### src/cept_pkg.sv
`timescale 1ns / 1ps

package cept_pkg;

  typedef enum logic [2:0] {
    OP_PUT        = 3'd0,
    OP_TAKE       = 3'd1,
    OP_DROP_EXACT = 3'd2,
    OP_DROP_SLOT  = 3'd3,
    OP_CLEAR      = 3'd4
  } op_t;

  typedef enum logic [1:0] {
    OUT_NONE         = 2'd0,
    OUT_MATCHED      = 2'd1,
    OUT_STORED_FREE  = 2'd2,
    OUT_STORED_EVICT = 2'd3
  } outcome_t;

  typedef enum logic [1:0] {
    ST_IDLE,
    ST_SCAN,
    ST_RESULT
  } state_t;

  typedef struct packed {
    logic [7:0]  slot;
    logic [4:0]  endpoint;
    logic [63:0] trb;
    logic [7:0]  code;
    logic [23:0] residue;
  } entry_t;

  typedef struct packed {
    outcome_t    outcome;
    logic [7:0]  found_code;
    logic [23:0] found_residue;
  } result_t;

endpackage

### src/cept_store.sv
`timescale 1ns / 1ps

module cept_store #(
  parameter int ENTRIES = 8,
  parameter int IDX_W   = (ENTRIES > 1) ? $clog2(ENTRIES) : 1
) (
  input  logic                clk,
  input  logic                wr_en,
  input  logic [IDX_W-1:0]    wr_addr,
  input  cept_pkg::entry_t    wr_data,
  input  logic [IDX_W-1:0]    rd_addr,
  output cept_pkg::entry_t    rd_data
);

  cept_pkg::entry_t mem [ENTRIES];

  always_ff @(posedge clk) begin
    if (wr_en) begin
      mem[wr_addr] <= wr_data;
    end
  end

  always_ff @(posedge clk) begin
    rd_data <= mem[rd_addr];
  end

endmodule

### src/cept_ctrl.sv
`timescale 1ns / 1ps

module cept_ctrl #(
  parameter int ENTRIES = 8,
  parameter int IDX_W   = (ENTRIES > 1) ? $clog2(ENTRIES) : 1
) (
  input  logic                clk,
  input  logic                rst,
  input  logic                in_valid,
  output logic                in_ready,
  input  logic [2:0]          op,
  input  logic [7:0]          slot_id,
  input  logic [4:0]          endpoint_index,
  input  logic [63:0]         trb_address,
  input  logic [7:0]          completion_code,
  input  logic [23:0]         residue,
  output logic                res_valid,
  input  logic                res_ready,
  output cept_pkg::result_t   res,
  output logic                wr_en,
  output logic [IDX_W-1:0]    wr_addr,
  output cept_pkg::entry_t    wr_data,
  output logic [IDX_W-1:0]    rd_addr,
  input  cept_pkg::entry_t    rd_data
);

  localparam logic [IDX_W-1:0] LAST = IDX_W'(ENTRIES - 1);

  cept_pkg::state_t  state, state_next;
  logic [2:0]        req_op;
  logic [7:0]        req_slot;
  logic [4:0]        req_ep;
  logic [63:0]       req_trb;
  logic [7:0]        req_code;
  logic [23:0]       req_res;
  logic [IDX_W-1:0]  rd_idx;
  logic [IDX_W-1:0]  cmp_idx;
  logic              cmp_live;
  logic              have_free;
  logic [IDX_W-1:0]  free_idx;
  logic [ENTRIES-1:0] valid;
  logic [IDX_W-1:0]  evict_ptr;
  cept_pkg::result_t res_q, res_next;

  logic              in_fire;
  logic              in_scan_op;
  logic              is_slot_op;
  logic              slot_eq, key_eq, cur_valid, hit, scan_end, free_now;
  logic [IDX_W-1:0]  fill_idx;
  logic              res_load, set_v, clr_v, evict_adv;

  assign in_ready   = (state == cept_pkg::ST_IDLE);
  assign in_fire    = in_valid && in_ready;
  assign in_scan_op = (op == cept_pkg::OP_PUT) || (op == cept_pkg::OP_TAKE) ||
                      (op == cept_pkg::OP_DROP_EXACT) || (op == cept_pkg::OP_DROP_SLOT);
  assign is_slot_op = (req_op == cept_pkg::OP_DROP_SLOT);

  assign slot_eq   = (rd_data.slot == req_slot);
  assign key_eq    = slot_eq && (rd_data.endpoint == req_ep) && (rd_data.trb == req_trb);
  assign cur_valid = valid[cmp_idx];
  assign hit       = (state == cept_pkg::ST_SCAN) && cmp_live && cur_valid &&
                     (is_slot_op ? slot_eq : key_eq);
  assign scan_end  = (state == cept_pkg::ST_SCAN) && cmp_live &&
                     ((cmp_idx == LAST) || (hit && !is_slot_op));
  assign free_now  = have_free || !cur_valid;
  assign fill_idx  = have_free ? free_idx : cmp_idx;

  assign rd_addr   = rd_idx;
  assign res_valid = (state == cept_pkg::ST_RESULT);
  assign res       = res_q;

  always_comb begin
    wr_data.slot     = req_slot;
    wr_data.endpoint = req_ep;
    wr_data.trb      = req_trb;
    wr_data.code     = req_code;
    wr_data.residue  = req_res;
  end

  always_comb begin
    state_next             = state;
    wr_en                  = 1'b0;
    wr_addr                = cmp_idx;
    set_v                  = 1'b0;
    clr_v                  = 1'b0;
    evict_adv              = 1'b0;
    res_load               = 1'b0;
    res_next.outcome       = cept_pkg::OUT_NONE;
    res_next.found_code    = '0;
    res_next.found_residue = '0;

    unique case (state)
      cept_pkg::ST_IDLE: begin
        if (in_fire) begin
          if (in_scan_op) begin
            state_next = cept_pkg::ST_SCAN;
          end else begin
            state_next = cept_pkg::ST_RESULT;
            res_load   = 1'b1;
          end
        end
      end
      cept_pkg::ST_SCAN: begin
        if (is_slot_op) begin
          clr_v = hit;
        end
        if (scan_end) begin
          state_next = cept_pkg::ST_RESULT;
          res_load   = 1'b1;
          if (req_op == cept_pkg::OP_PUT) begin
            wr_en = 1'b1;
            set_v = 1'b1;
            priority if (hit) begin
              res_next.outcome = cept_pkg::OUT_MATCHED;
            end else if (free_now) begin
              wr_addr          = fill_idx;
              res_next.outcome = cept_pkg::OUT_STORED_FREE;
            end else begin
              wr_addr          = evict_ptr;
              evict_adv        = 1'b1;
              res_next.outcome = cept_pkg::OUT_STORED_EVICT;
            end
          end else if (hit && (req_op == cept_pkg::OP_TAKE)) begin
            clr_v                  = 1'b1;
            res_next.outcome       = cept_pkg::OUT_MATCHED;
            res_next.found_code    = rd_data.code;
            res_next.found_residue = rd_data.residue;
          end else if (hit && (req_op == cept_pkg::OP_DROP_EXACT)) begin
            clr_v            = 1'b1;
            res_next.outcome = cept_pkg::OUT_MATCHED;
          end
        end
      end
      cept_pkg::ST_RESULT: begin
        if (res_ready) begin
          state_next = cept_pkg::ST_IDLE;
        end
      end
      default: begin
        state_next = cept_pkg::ST_IDLE;
      end
    endcase
  end

  always_ff @(posedge clk) begin
    if (rst) begin
      state <= cept_pkg::ST_IDLE;
    end else begin
      state <= state_next;
    end
  end

  always_ff @(posedge clk) begin
    if (rst) begin
      cmp_live  <= 1'b0;
      have_free <= 1'b0;
      valid     <= '0;
      evict_ptr <= '0;
    end else begin
      if (in_fire) begin
        cmp_live  <= 1'b0;
        have_free <= 1'b0;
        if (op == cept_pkg::OP_CLEAR) begin
          valid     <= '0;
          evict_ptr <= '0;
        end
      end else if (state == cept_pkg::ST_SCAN) begin
        cmp_live <= 1'b1;
        if (cmp_live && !cur_valid && !have_free) begin
          have_free <= 1'b1;
        end
      end
      if (set_v) begin
        valid[wr_addr] <= 1'b1;
      end
      if (clr_v) begin
        valid[cmp_idx] <= 1'b0;
      end
      if (evict_adv) begin
        evict_ptr <= (evict_ptr == LAST) ? '0 : evict_ptr + 1'b1;
      end
    end
  end

  always_ff @(posedge clk) begin
    if (in_fire) begin
      req_op   <= op;
      req_slot <= slot_id;
      req_ep   <= endpoint_index;
      req_trb  <= trb_address;
      req_code <= completion_code;
      req_res  <= residue;
      rd_idx   <= '0;
    end else if (state == cept_pkg::ST_SCAN) begin
      cmp_idx <= rd_idx;
      if (rd_idx != LAST) begin
        rd_idx <= rd_idx + 1'b1;
      end
      if (cmp_live && !cur_valid && !have_free) begin
        free_idx <= cmp_idx;
      end
    end
    if (res_load) begin
      res_q <= res_next;
    end
  end

  a_evict_bound: assert property (@(posedge clk) disable iff (rst)
    evict_ptr <= LAST)
    else $error("evict pointer beyond last entry");

  a_put_sets_valid: assert property (@(posedge clk) disable iff (rst)
    wr_en |=> valid[$past(wr_addr)])
    else $error("stored entry not marked valid");

  a_none_is_zero: assert property (@(posedge clk) disable iff (rst)
    res_valid && (res.outcome == cept_pkg::OUT_NONE) |->
      (res.found_code == '0) && (res.found_residue == '0))
    else $error("empty result carries data");

  a_no_accept_pending: assert property (@(posedge clk) disable iff (rst)
    in_fire |-> !res_valid)
    else $error("request taken while a result is pending");

endmodule

### src/completion_event_parking_table.sv
`timescale 1ns / 1ps
// Put, take and drop requests scan one entry per cycle through the entry
// memory read port; out_valid rises once the scan ends, sooner when a key
// match ends the scan early; a clear or unused code skips the scan.
// in_ready is low during a scan and until the result enters the output register.
// Reset: synchronous; flags and evict pointer clear at once, no clearing pass.

module completion_event_parking_table #(
  parameter int ENTRIES = 8
) (
  input  logic        clk,
  input  logic        rst,
  input  logic        in_valid,
  output logic        in_ready,
  input  logic [2:0]  op,
  input  logic [7:0]  slot_id,
  input  logic [4:0]  endpoint_index,
  input  logic [63:0] trb_address,
  input  logic [7:0]  completion_code,
  input  logic [23:0] residue,
  output logic        out_valid,
  input  logic        out_ready,
  output logic [1:0]  outcome,
  output logic [7:0]  found_code,
  output logic [23:0] found_residue
);

  localparam int IDX_W = (ENTRIES > 1) ? $clog2(ENTRIES) : 1;

  logic              res_valid, res_ready;
  cept_pkg::result_t res;
  logic              wr_en;
  logic [IDX_W-1:0]  wr_addr, rd_addr;
  cept_pkg::entry_t  wr_data, rd_data;

  cept_store #(.ENTRIES(ENTRIES), .IDX_W(IDX_W)) u_store (
    .clk     (clk),
    .wr_en   (wr_en),
    .wr_addr (wr_addr),
    .wr_data (wr_data),
    .rd_addr (rd_addr),
    .rd_data (rd_data)
  );

  cept_ctrl #(.ENTRIES(ENTRIES), .IDX_W(IDX_W)) u_ctrl (
    .clk             (clk),
    .rst             (rst),
    .in_valid        (in_valid),
    .in_ready        (in_ready),
    .op              (op),
    .slot_id         (slot_id),
    .endpoint_index  (endpoint_index),
    .trb_address     (trb_address),
    .completion_code (completion_code),
    .residue         (residue),
    .res_valid       (res_valid),
    .res_ready       (res_ready),
    .res             (res),
    .wr_en           (wr_en),
    .wr_addr         (wr_addr),
    .wr_data         (wr_data),
    .rd_addr         (rd_addr),
    .rd_data         (rd_data)
  );

  assign res_ready = !out_valid || out_ready;

  always_ff @(posedge clk) begin
    if (rst) begin
      out_valid <= 1'b0;
    end else if (res_ready) begin
      out_valid <= res_valid;
    end
  end

  always_ff @(posedge clk) begin
    if (res_valid && res_ready) begin
      outcome       <= res.outcome;
      found_code    <= res.found_code;
      found_residue <= res.found_residue;
    end
  end

endmodule
### config.mk
export PLATFORM = sky130hd
export DESIGN_NAME = completion_event_parking_table
export DESIGN_NICKNAME = d
export VERILOG_FILES = /design/src/cept_pkg.sv /design/src/cept_store.sv /design/src/cept_ctrl.sv /design/src/completion_event_parking_table.sv
export SDC_FILE = /design/constraint.sdc
export NUM_CORES = 1
export LEC_CHECK = 0
export ABC_CLOCK_PERIOD_IN_PS = 6800
export BUFFER_PORTS_ARGS = -buffer_cell sky130_fd_sc_hd__buf_2
export CELL_PAD_IN_SITES_DETAIL_PLACEMENT = 0
export CELL_PAD_IN_SITES_GLOBAL_PLACEMENT = 1
export CORE_MARGIN = 3
export CORE_UTILIZATION = 49
export CTS_CLUSTER_SIZE = 8
export DETAILED_ROUTE_END_ITERATION = 12
export PLACE_DENSITY = 0.86
export REMOVE_ABC_BUFFERS = 1
export SYNTH_ARGS = -nofsm -noshare
export SYNTH_HDL_FRONTEND = slang
export SYNTH_SLANG_ARGS = --single-unit
### constraint.sdc
create_clock -name clk -period 6.8 [get_ports clk]
set_input_delay 0 -clock clk [delete_from_list [all_inputs] [get_ports clk]]
set_output_delay 0 -clock clk [all_outputs]
set_load 0.005 [all_outputs]
## Word-level counts from Yosys, hierarchy flattened

Memory sizes are Yosys's and may differ from the RTL's. A register that Yosys moved wholly into a read port is not among the register bits.
Index checks and enable logic that the tools add are counted.

| operators by class | value |
|---|---|
| add/subtract/negate cells | 2 |
| multipliers | 0 |
| divide/modulo/power cells | 0 |
| $lt $le $gt $ge | 4 |
| eq/ne operators | 18 |
| shift-type cells | 0 |
| multiplexer cells | 53 |
| bitwise operators | 7 |
| reductions and logical operators | 39 |

Operators by type and width:

| operator | count |
|---|---|
| 64-bit == test | 1 |
| 8-bit 2-to-1 mux | 6 |
| 3-bit 2-to-1 mux | 10 |
| 1-bit 2-to-1 mux | 25 |
| 1-bit logical AND | 15 |
| 2-bit 2-to-1 mux | 7 |
| 3-bit by 2-bit == test with 1-bit output (second input constant) | 4 |
| 2-bit AND reduction | 5 |
| 3-bit == test (second input constant) | 3 |
| 8-bit bitwise AND | 1 |
| 8-bit == test | 1 |
| 3-bit by 4-bit < comparator with 1-bit output (second input constant) | 2 |
| 8-bit inverter | 1 |
| 8-bit bitwise OR | 1 |
| 3-bit by 1-bit adder with 3-bit output (second input constant) | 2 |
| 1-bit demux with 3-bit select | 2 |
| 3-bit by 1-bit == test with 1-bit output (second input constant) | 2 |
| 3-bit by 1-bit >= comparator with 1-bit output (second input constant) | 2 |
| 3-bit logical NOT | 2 |
| 1-bit logical OR | 6 |
| 2-bit case mux with 3 select lines | 1 |
| 3-bit AND reduction | 2 |
| 5-bit == test | 1 |
| 1-bit logical NOT | 4 |
| other kinds (12) | 17 |

| word-level totals | value |
|---|---|
| register bits after elaboration | 205 |
| bits in latches | 0 |
| RAM bits | 872 |
| bits in read-only memories | 0 |
| bits of input ports | 116 |
| memories kept | 1 |

Memory list:

| memory | depth | bits a word | rd ports | clocked after Yosys merged registers in | wr ports | RTL line | RTL |
|---|---|---|---|---|---|---|---|
| u_store.mem | 8 | 109 | 1 | 1 | 1 | cept_store.sv:15 | `cept_pkg::entry_t mem [ENTRIES];` |

## Longest topological paths before layout

| logic depth | value |
|---|---|
| word-level depth | 19 |
| mapped depth | 10 |

## Cells and area by module

From an unflattened synthesis, not the netlist that was laid out.

| unflattened totals | value |
|---|---|
| cell total of the unflattened synthesis | 1,901 |
| area, all modules | 43,051.3 sq um |

By module, submodules not included:

| module | instances | cells an instance | area each (sq um) |
|---|---|---|---|
| cept_store | 1 | 1,381 | 34,857.2 |
| cept_ctrl | 1 | 481 | 7,118.1 |
| completion_event_parking_table | 1 | 39 | 1,076.0 |

## Worst setup path before layout

Ideal clock, no wire load.

| timing path | value |
|---|---|
| path kind | register to register |
| start point | register u_ctrl.req_trb[46] |
| end point | memory u_store.mem[0][0] in the netlist's numbering, enable pin |
| library setup time | 0.578 ns |
| data arrival time | 6.485 ns |
| required time | 6.222 ns |
| path slack | -0.263 ns |
| stages on the path, launching flop included | 8 |
| period minus slack after synthesis | 7.063 ns |
| cell sequence | edfxtp_1 > xor2_1 > nor4_1 > nand4_1 > nor4_4 > a311oi_2 > mux2_4 > nor2_1 |

| between the ends | value |
|---|---|
| longest elaborated chain between the ends | 11 |
| elaborated cells on any way between the ends | 15 |

Ends and longest elaborated chain:

| item | RTL line | RTL |
|---|---|---|
| start, declared | cept_ctrl.sv:33 | `logic [63:0] req_trb;` |
| start signal, assigned | cept_ctrl.sv:190 | `req_trb <= trb_address;` |
| 64-bit == test * | cept_ctrl.sv:59 | `assign key_eq = slot_eq && (rd_data.endpoint == req_ep) && (rd_data.trb == req_trb);` |
| 1-bit logical AND * | cept_ctrl.sv:59 |  |
| 1-bit 2-to-1 mux * | cept_ctrl.sv:62 | `(is_slot_op ? slot_eq : key_eq);` |
| 1-bit logical AND * | cept_ctrl.sv:61 | `assign hit = (state == cept_pkg::ST_SCAN) && cmp_live && cur_valid &&` |
| 1-bit logical AND | cept_ctrl.sv:64 | `((cmp_idx == LAST) \|\| (hit && !is_slot_op));` |
| 1-bit logical OR | cept_ctrl.sv:64 |  |
| 1-bit logical AND | cept_ctrl.sv:63 | `assign scan_end = (state == cept_pkg::ST_SCAN) && cmp_live &&` |
| 1-bit 2-to-1 mux | cept_ctrl.sv:107 | `if (scan_end) begin` |
| 1-bit 2-to-1 mux | cept_ctrl.sv:92 | `unique case (state)` |
| 1-bit 2-to-1 mux | cept_store.sv:18 | `if (wr_en) begin` |
| 1-bit 2-to-1 mux (not written as such) | cept_store.sv:19 | `mem[wr_addr] <= wr_data;` |
| end, declared | cept_store.sv:15 |  |

Every way passes the cells marked *; elsewhere a longest branch is shown, timed or not.

## Worst setup path after layout

| timing path | value |
|---|---|
| start point | register u_ctrl.cmp_idx[0] |
| end point | memory u_store.mem[4][107] in the netlist's numbering, enable pin |

| between the ends | value |
|---|---|
| longest elaborated chain between the ends | 11 |
| elaborated cells on any way between the ends | 20 |

Ends and longest elaborated chain:

| item | RTL line | RTL |
|---|---|---|
| start, declared | cept_ctrl.sv:37 | `logic [IDX_W-1:0] cmp_idx;` |
| start signal, assigned | cept_ctrl.sv:195 | `cmp_idx <= rd_idx;` |
| 1-bit binary-select mux with 3-bit select | cept_ctrl.sv:60 | `assign cur_valid = valid[cmp_idx];` |
| 1-bit 2-to-1 mux (not written as such) | cept_ctrl.sv:60 |  |
| 1-bit logical AND (2 in a row) | cept_ctrl.sv:61 |  |
| 1-bit logical AND | cept_ctrl.sv:64 |  |
| 1-bit logical OR | cept_ctrl.sv:64 |  |
| 1-bit logical AND | cept_ctrl.sv:63 |  |
| 1-bit 2-to-1 mux | cept_ctrl.sv:107 |  |
| 1-bit 2-to-1 mux | cept_ctrl.sv:92 |  |
| 1-bit 2-to-1 mux | cept_store.sv:18 |  |
| 1-bit 2-to-1 mux (not written as such) | cept_store.sv:19 |  |

Several ways; a longest one is shown, not always the timed one. The select of a mux whose other input is x is not followed.

==> PnR_summary.wiki <==
{| class="wikitable"
! Metric !! Value
|-
| Result of the run || finished, final reports clean
|-
| Number of buffers created by CTS || about 170
|-
| Chip width || 302 um
|-
| Total gr overflow || 0
|-
| Worst Setup Path Type || reg2reg
|-
| Post-route standard cell area excluding fillers || approximately 0.052 mm2
|-
| Count of yosys warnings during synthesis || 0
|-
| Area share of the largest cell type after synthesis || about three quarters
|-
| Number of port buffers || 151
|-
| Area added between synthesis and finish || 21.3%
|-
| Highest ir drop seen on vdd || around 0.35 mV
|-
| Reported net switching power || 3.52 mW
|-
| Post-synthesis average cell area || 22.9 um2
|-
| Remaining design rule violation count || 0
|-
| Netlist Area Pre-Place || 0.0429 mm2
|-
| FMAX || roughly 0.21 GHz
|-
| Initial Utilization || between 40% and 50%
|-
| Die Y || 302 um
|-
| Top cell type by total area after synthesis || sky130_fd_sc_hd__edfxtp_1
|-
| Final weighted congestion in routability-driven placement || 0.830
|-
| Number of enable flip-flop cells after synthesis || 1058
|-
| Worst-case clock buffer depth || 3
|-
| Clock slew at the register clock pins of the worst setup and hold paths || 0.05 ns
|-
| Clk network pwr share || between 40% and 50%
|-
| Post-synthesis cell count || 1877
|-
| Root buffer cell || sky130_fd_sc_hd__clkbuf_16
|-
| DR pass1 iterations || 5
|-
| Number of global-route vias before repair || 21884
|-
| Final-stage net count || 2464
|-
| Final wirelength || 88300 um
|-
| Count of unique library cells instantiated by Yosys || between 50 and 60
|-
| Fill cell instance count of the final layout || 5728
|-
| Ratio of final minimum period to clock period || 69.3%
|-
| Worst setup slack for register-to-register paths || 2.09 ns
|-
| Total Routing Usage GR || 19.8%
|-
| Via count || 20195
|-
| Largest net degree at the start of global routing || 100
|-
| Kind of start point of the critical path || flop
|-
| Final hold violation count || 0
|-
| Post-CTS setup repair buffer count || 0
|-
| Final setup violating endpoints || 0
|-
| Leading cell types by count after synthesis || 1058 x sky130_fd_sc_hd__edfxtp_1, 218 x sky130_fd_sc_hd__mux4_2, 128 x sky130_fd_sc_hd__dfxtp_1
|-
| Power density relative to cell area || 324 mW/mm2
|-
| Synthesis-stage register bit count || 1186
|-
| Share of post-route cells with drive strength above 1 || 29.0%
|-
| Final Max Tran Viols || 0
|-
| Fraction of the yosys area taken by sequential cells || 80.0%
|-
| Max H-tree Level || 4
|-
| Placed Area || 0.0451 mm2
|-
| Antenna-violating nets left || 0
|-
| Worst-margin pin slew || 1.15 ns
|-
| Maxcap violations || 0
|-
| Synth area leaders || sky130_fd_sc_hd__edfxtp_1 74%, sky130_fd_sc_hd__mux4_2 11%, sky130_fd_sc_hd__dfxtp_1 6.0%, sky130_fd_sc_hd__mux2_2 2.9%, sky130_fd_sc_hd__xor2_1 1.5%
|-
| Top-Level Pins || 152
|-
| Clock latency reported for the late side of the worst-skew pair || 0.73 ns
|-
| Internal Dissipation || 13.3 mW
|-
| Leakage power || 16.9 nW
|-
| Most numerous cell in the Yosys netlist || sky130_fd_sc_hd__edfxtp_1
|-
| Flip-flop cell with the highest count after synthesis || sky130_fd_sc_hd__edfxtp_1
|-
| Antenna Cells || 0
|-
| Post-Route Skew || 0.0299 ns
|-
| Wire length of the first global-routing pass || 134000 um
|-
| CP arrival || about 5 ns
|-
| Crit path max fanout || 74
|-
| Routed wire per std cell || 24.4 um
|-
| Total Neg Setup Slack || 0 ns
|-
| Clock tree from TritonCTS || done
|-
| Core region area || 0.0859 mm2
|-
| Required time of the worst setup path || 7.14 ns
|-
| Detailed router's first-iteration violation count || 1912
|-
| Number of core rows || between 100 and 150
|-
| Die Area || 0.0911 mm2
|-
| CTS Hold Buffers Added || roughly 200
|-
| Period minus WS final || 4.71 ns
|-
| Initial antenna violation count || 1
|-
| Category of the worst setup path capture point || flop
|-
| Worst slew slack as a fraction of its limit || 23.6%
|-
| RSZ-0062 raised after global routing || no
|-
| Synth async-reset ratio || 0%
|-
| Class of the tightest hold or removal check || in2reg
|-
| Fraction of power consumed by combinational cells || 5.3%
|-
| Share of total power in sequential cells || about 50%
|-
| Fraction of power spent switching nets || 20.9%
|-
| Vias per cell || 5.57
|-
| HPWL after detailed placement || 43200 um
|-
| Gates resized, CTS repair || 0
|-
| Num Clock Sinks || 1186
|}
-- critical path: stages, from the launching register on --
cell	delay, ns
sky130_fd_sc_hd__edfxtp_1	0.62
sky130_fd_sc_hd__mux2i_1	0.27
sky130_fd_sc_hd__a211oi_2	0.10
sky130_fd_sc_hd__nor3_2	0.81
sky130_fd_sc_hd__nor2_1	0.20
sky130_fd_sc_hd__a311oi_2	0.43
sky130_fd_sc_hd__mux2i_2	0.61
sky130_fd_sc_hd__and2_4	0.69
sky130_fd_sc_hd__buf_12	0.50
-- metal layers --
| metal | track usage (%) | vias up | wire length (um) |
|---|---|---|---|
| met5 | 0 | - | 0 |
| met4 | 6.53 | 0 | 1850 |
| met3 | 4.06 | 148 | 5400 |
| li1 | - | 8672 | - |
| met2 | 33.6 | 780 | 45500 |
| met1 | 25.9 | 10595 | 35500 |
-- metrics by stage --
step	cells	total power, mW	util (%)	setup slack [ns]	hold WS (ns)
2_1_floorplan	1800	9.22	-	-3.53	0.0679
3_3_place_gp	3119	9.23	52.5	2.19	0.178
3_5_place_dp	3119	9.26	52.5	2.09	0.178
4_1_cts	3624	17.0	60.5	2.04	0.00102
5_1_grt	3624	17.4	60.5	1.81	0.0217
6_report	3624	16.8	60.5	2.09	0.0492
-- final timing paths --
path	start	endpoint	depth (start not counted)
setup / recovery	u_ctrl.cmp_idx[0]	u_store.mem[4][107]	8
hold reg to reg	u_ctrl.res[4]	found_residue[4]	0
setup reg to reg	u_ctrl.cmp_idx[0]	u_store.mem[4][107]	8
hold / removal	trb_address[16]	u_ctrl.req_trb[16]	2
-- area by class of cell --
type | instances | area, um2 | share of cell area, %
Tap cell | 1144 | 1430 | 2.75
Timing Repair Buffer | 376 | 3060 | 5.88
Clock buffer | 289 | 4650 | 8.93
Multi-Input combinational cell | 610 | 8290 | 15.9
Sequential cell | 1186 | 34300 | 66.0
Inverter | 4 | 15.0 | 0.0289
Clock inverter | 15 | 244 | 0.469
-- power groups by stage --
stage	clock [mW]	sequential, mW	combinational, mW
3_3_place_gp	0	8.45	0.785
4_1_cts	7.75	8.33	0.906
5_1_grt	8.07	8.35	0.964
2_1_floorplan	0	8.50	0.720
6_report	7.61	8.33	0.889
3_5_place_dp	0	8.46	0.800
-- state kept, by name, indices dropped and copies added, names as in the netlist, 5 cells and up --
register / count
u_store.mem: 872
u_store.rd_data: 109
u_ctrl.req_trb: 64
u_ctrl.res: 34
found_residue: 24
u_ctrl.req_res: 24
found_code: 8
u_ctrl.req_code: 8
u_ctrl.req_slot: 8
u_ctrl.valid: 8
u_ctrl.req_ep: 5
-- cell families after synthesis --
kind of cell,Yosys count,synth area share [%]
compound gates,45,0.817
fa+ha+maj,4,0.117
mux,344,14.7
simple gates,139,1.90
buf+inv,81,0.814
flops,1186,80.0
xor+xnor,78,1.59
-- cell usage in the layout (no fill, tap or decap), types with 4 or more instances in the layout --
cell type / instances
sky130_fd_sc_hd__dlygate4sd3_1: 201
sky130_fd_sc_hd__nor4_1: 15
sky130_fd_sc_hd__dfxtp_1: 125
sky130_fd_sc_hd__buf_12: 9
sky130_fd_sc_hd__xor2_1: 73
sky130_fd_sc_hd__a21oi_1: 9
sky130_fd_sc_hd__buf_2: 151
sky130_fd_sc_hd__inv_1: 4
sky130_fd_sc_hd__mux2i_1: 13
sky130_fd_sc_hd__nor2_1: 22
sky130_fd_sc_hd__nor2_4: 6
sky130_fd_sc_hd__clkbuf_16: 167
sky130_fd_sc_hd__o21ai_0: 5
sky130_fd_sc_hd__a211oi_1: 8
sky130_fd_sc_hd__xnor2_1: 5
sky130_fd_sc_hd__buf_4: 15
sky130_fd_sc_hd__and2_1: 37
sky130_fd_sc_hd__mux2_2: 111
sky130_fd_sc_hd__ha_1: 4
sky130_fd_sc_hd__nor2b_1: 4
sky130_fd_sc_hd__a22oi_1: 4
sky130_fd_sc_hd__inv_6: 7
sky130_fd_sc_hd__edfxtp_1: 1058
sky130_fd_sc_hd__nand4_1: 7
sky130_fd_sc_hd__clkbuf_1: 121
sky130_fd_sc_hd__nand2_1: 12
sky130_fd_sc_hd__nor3_1: 6
sky130_fd_sc_hd__mux4_2: 218
sky130_fd_sc_hd__nand2b_1: 6
Note: power is estimated with default switching activity, not from simulation.
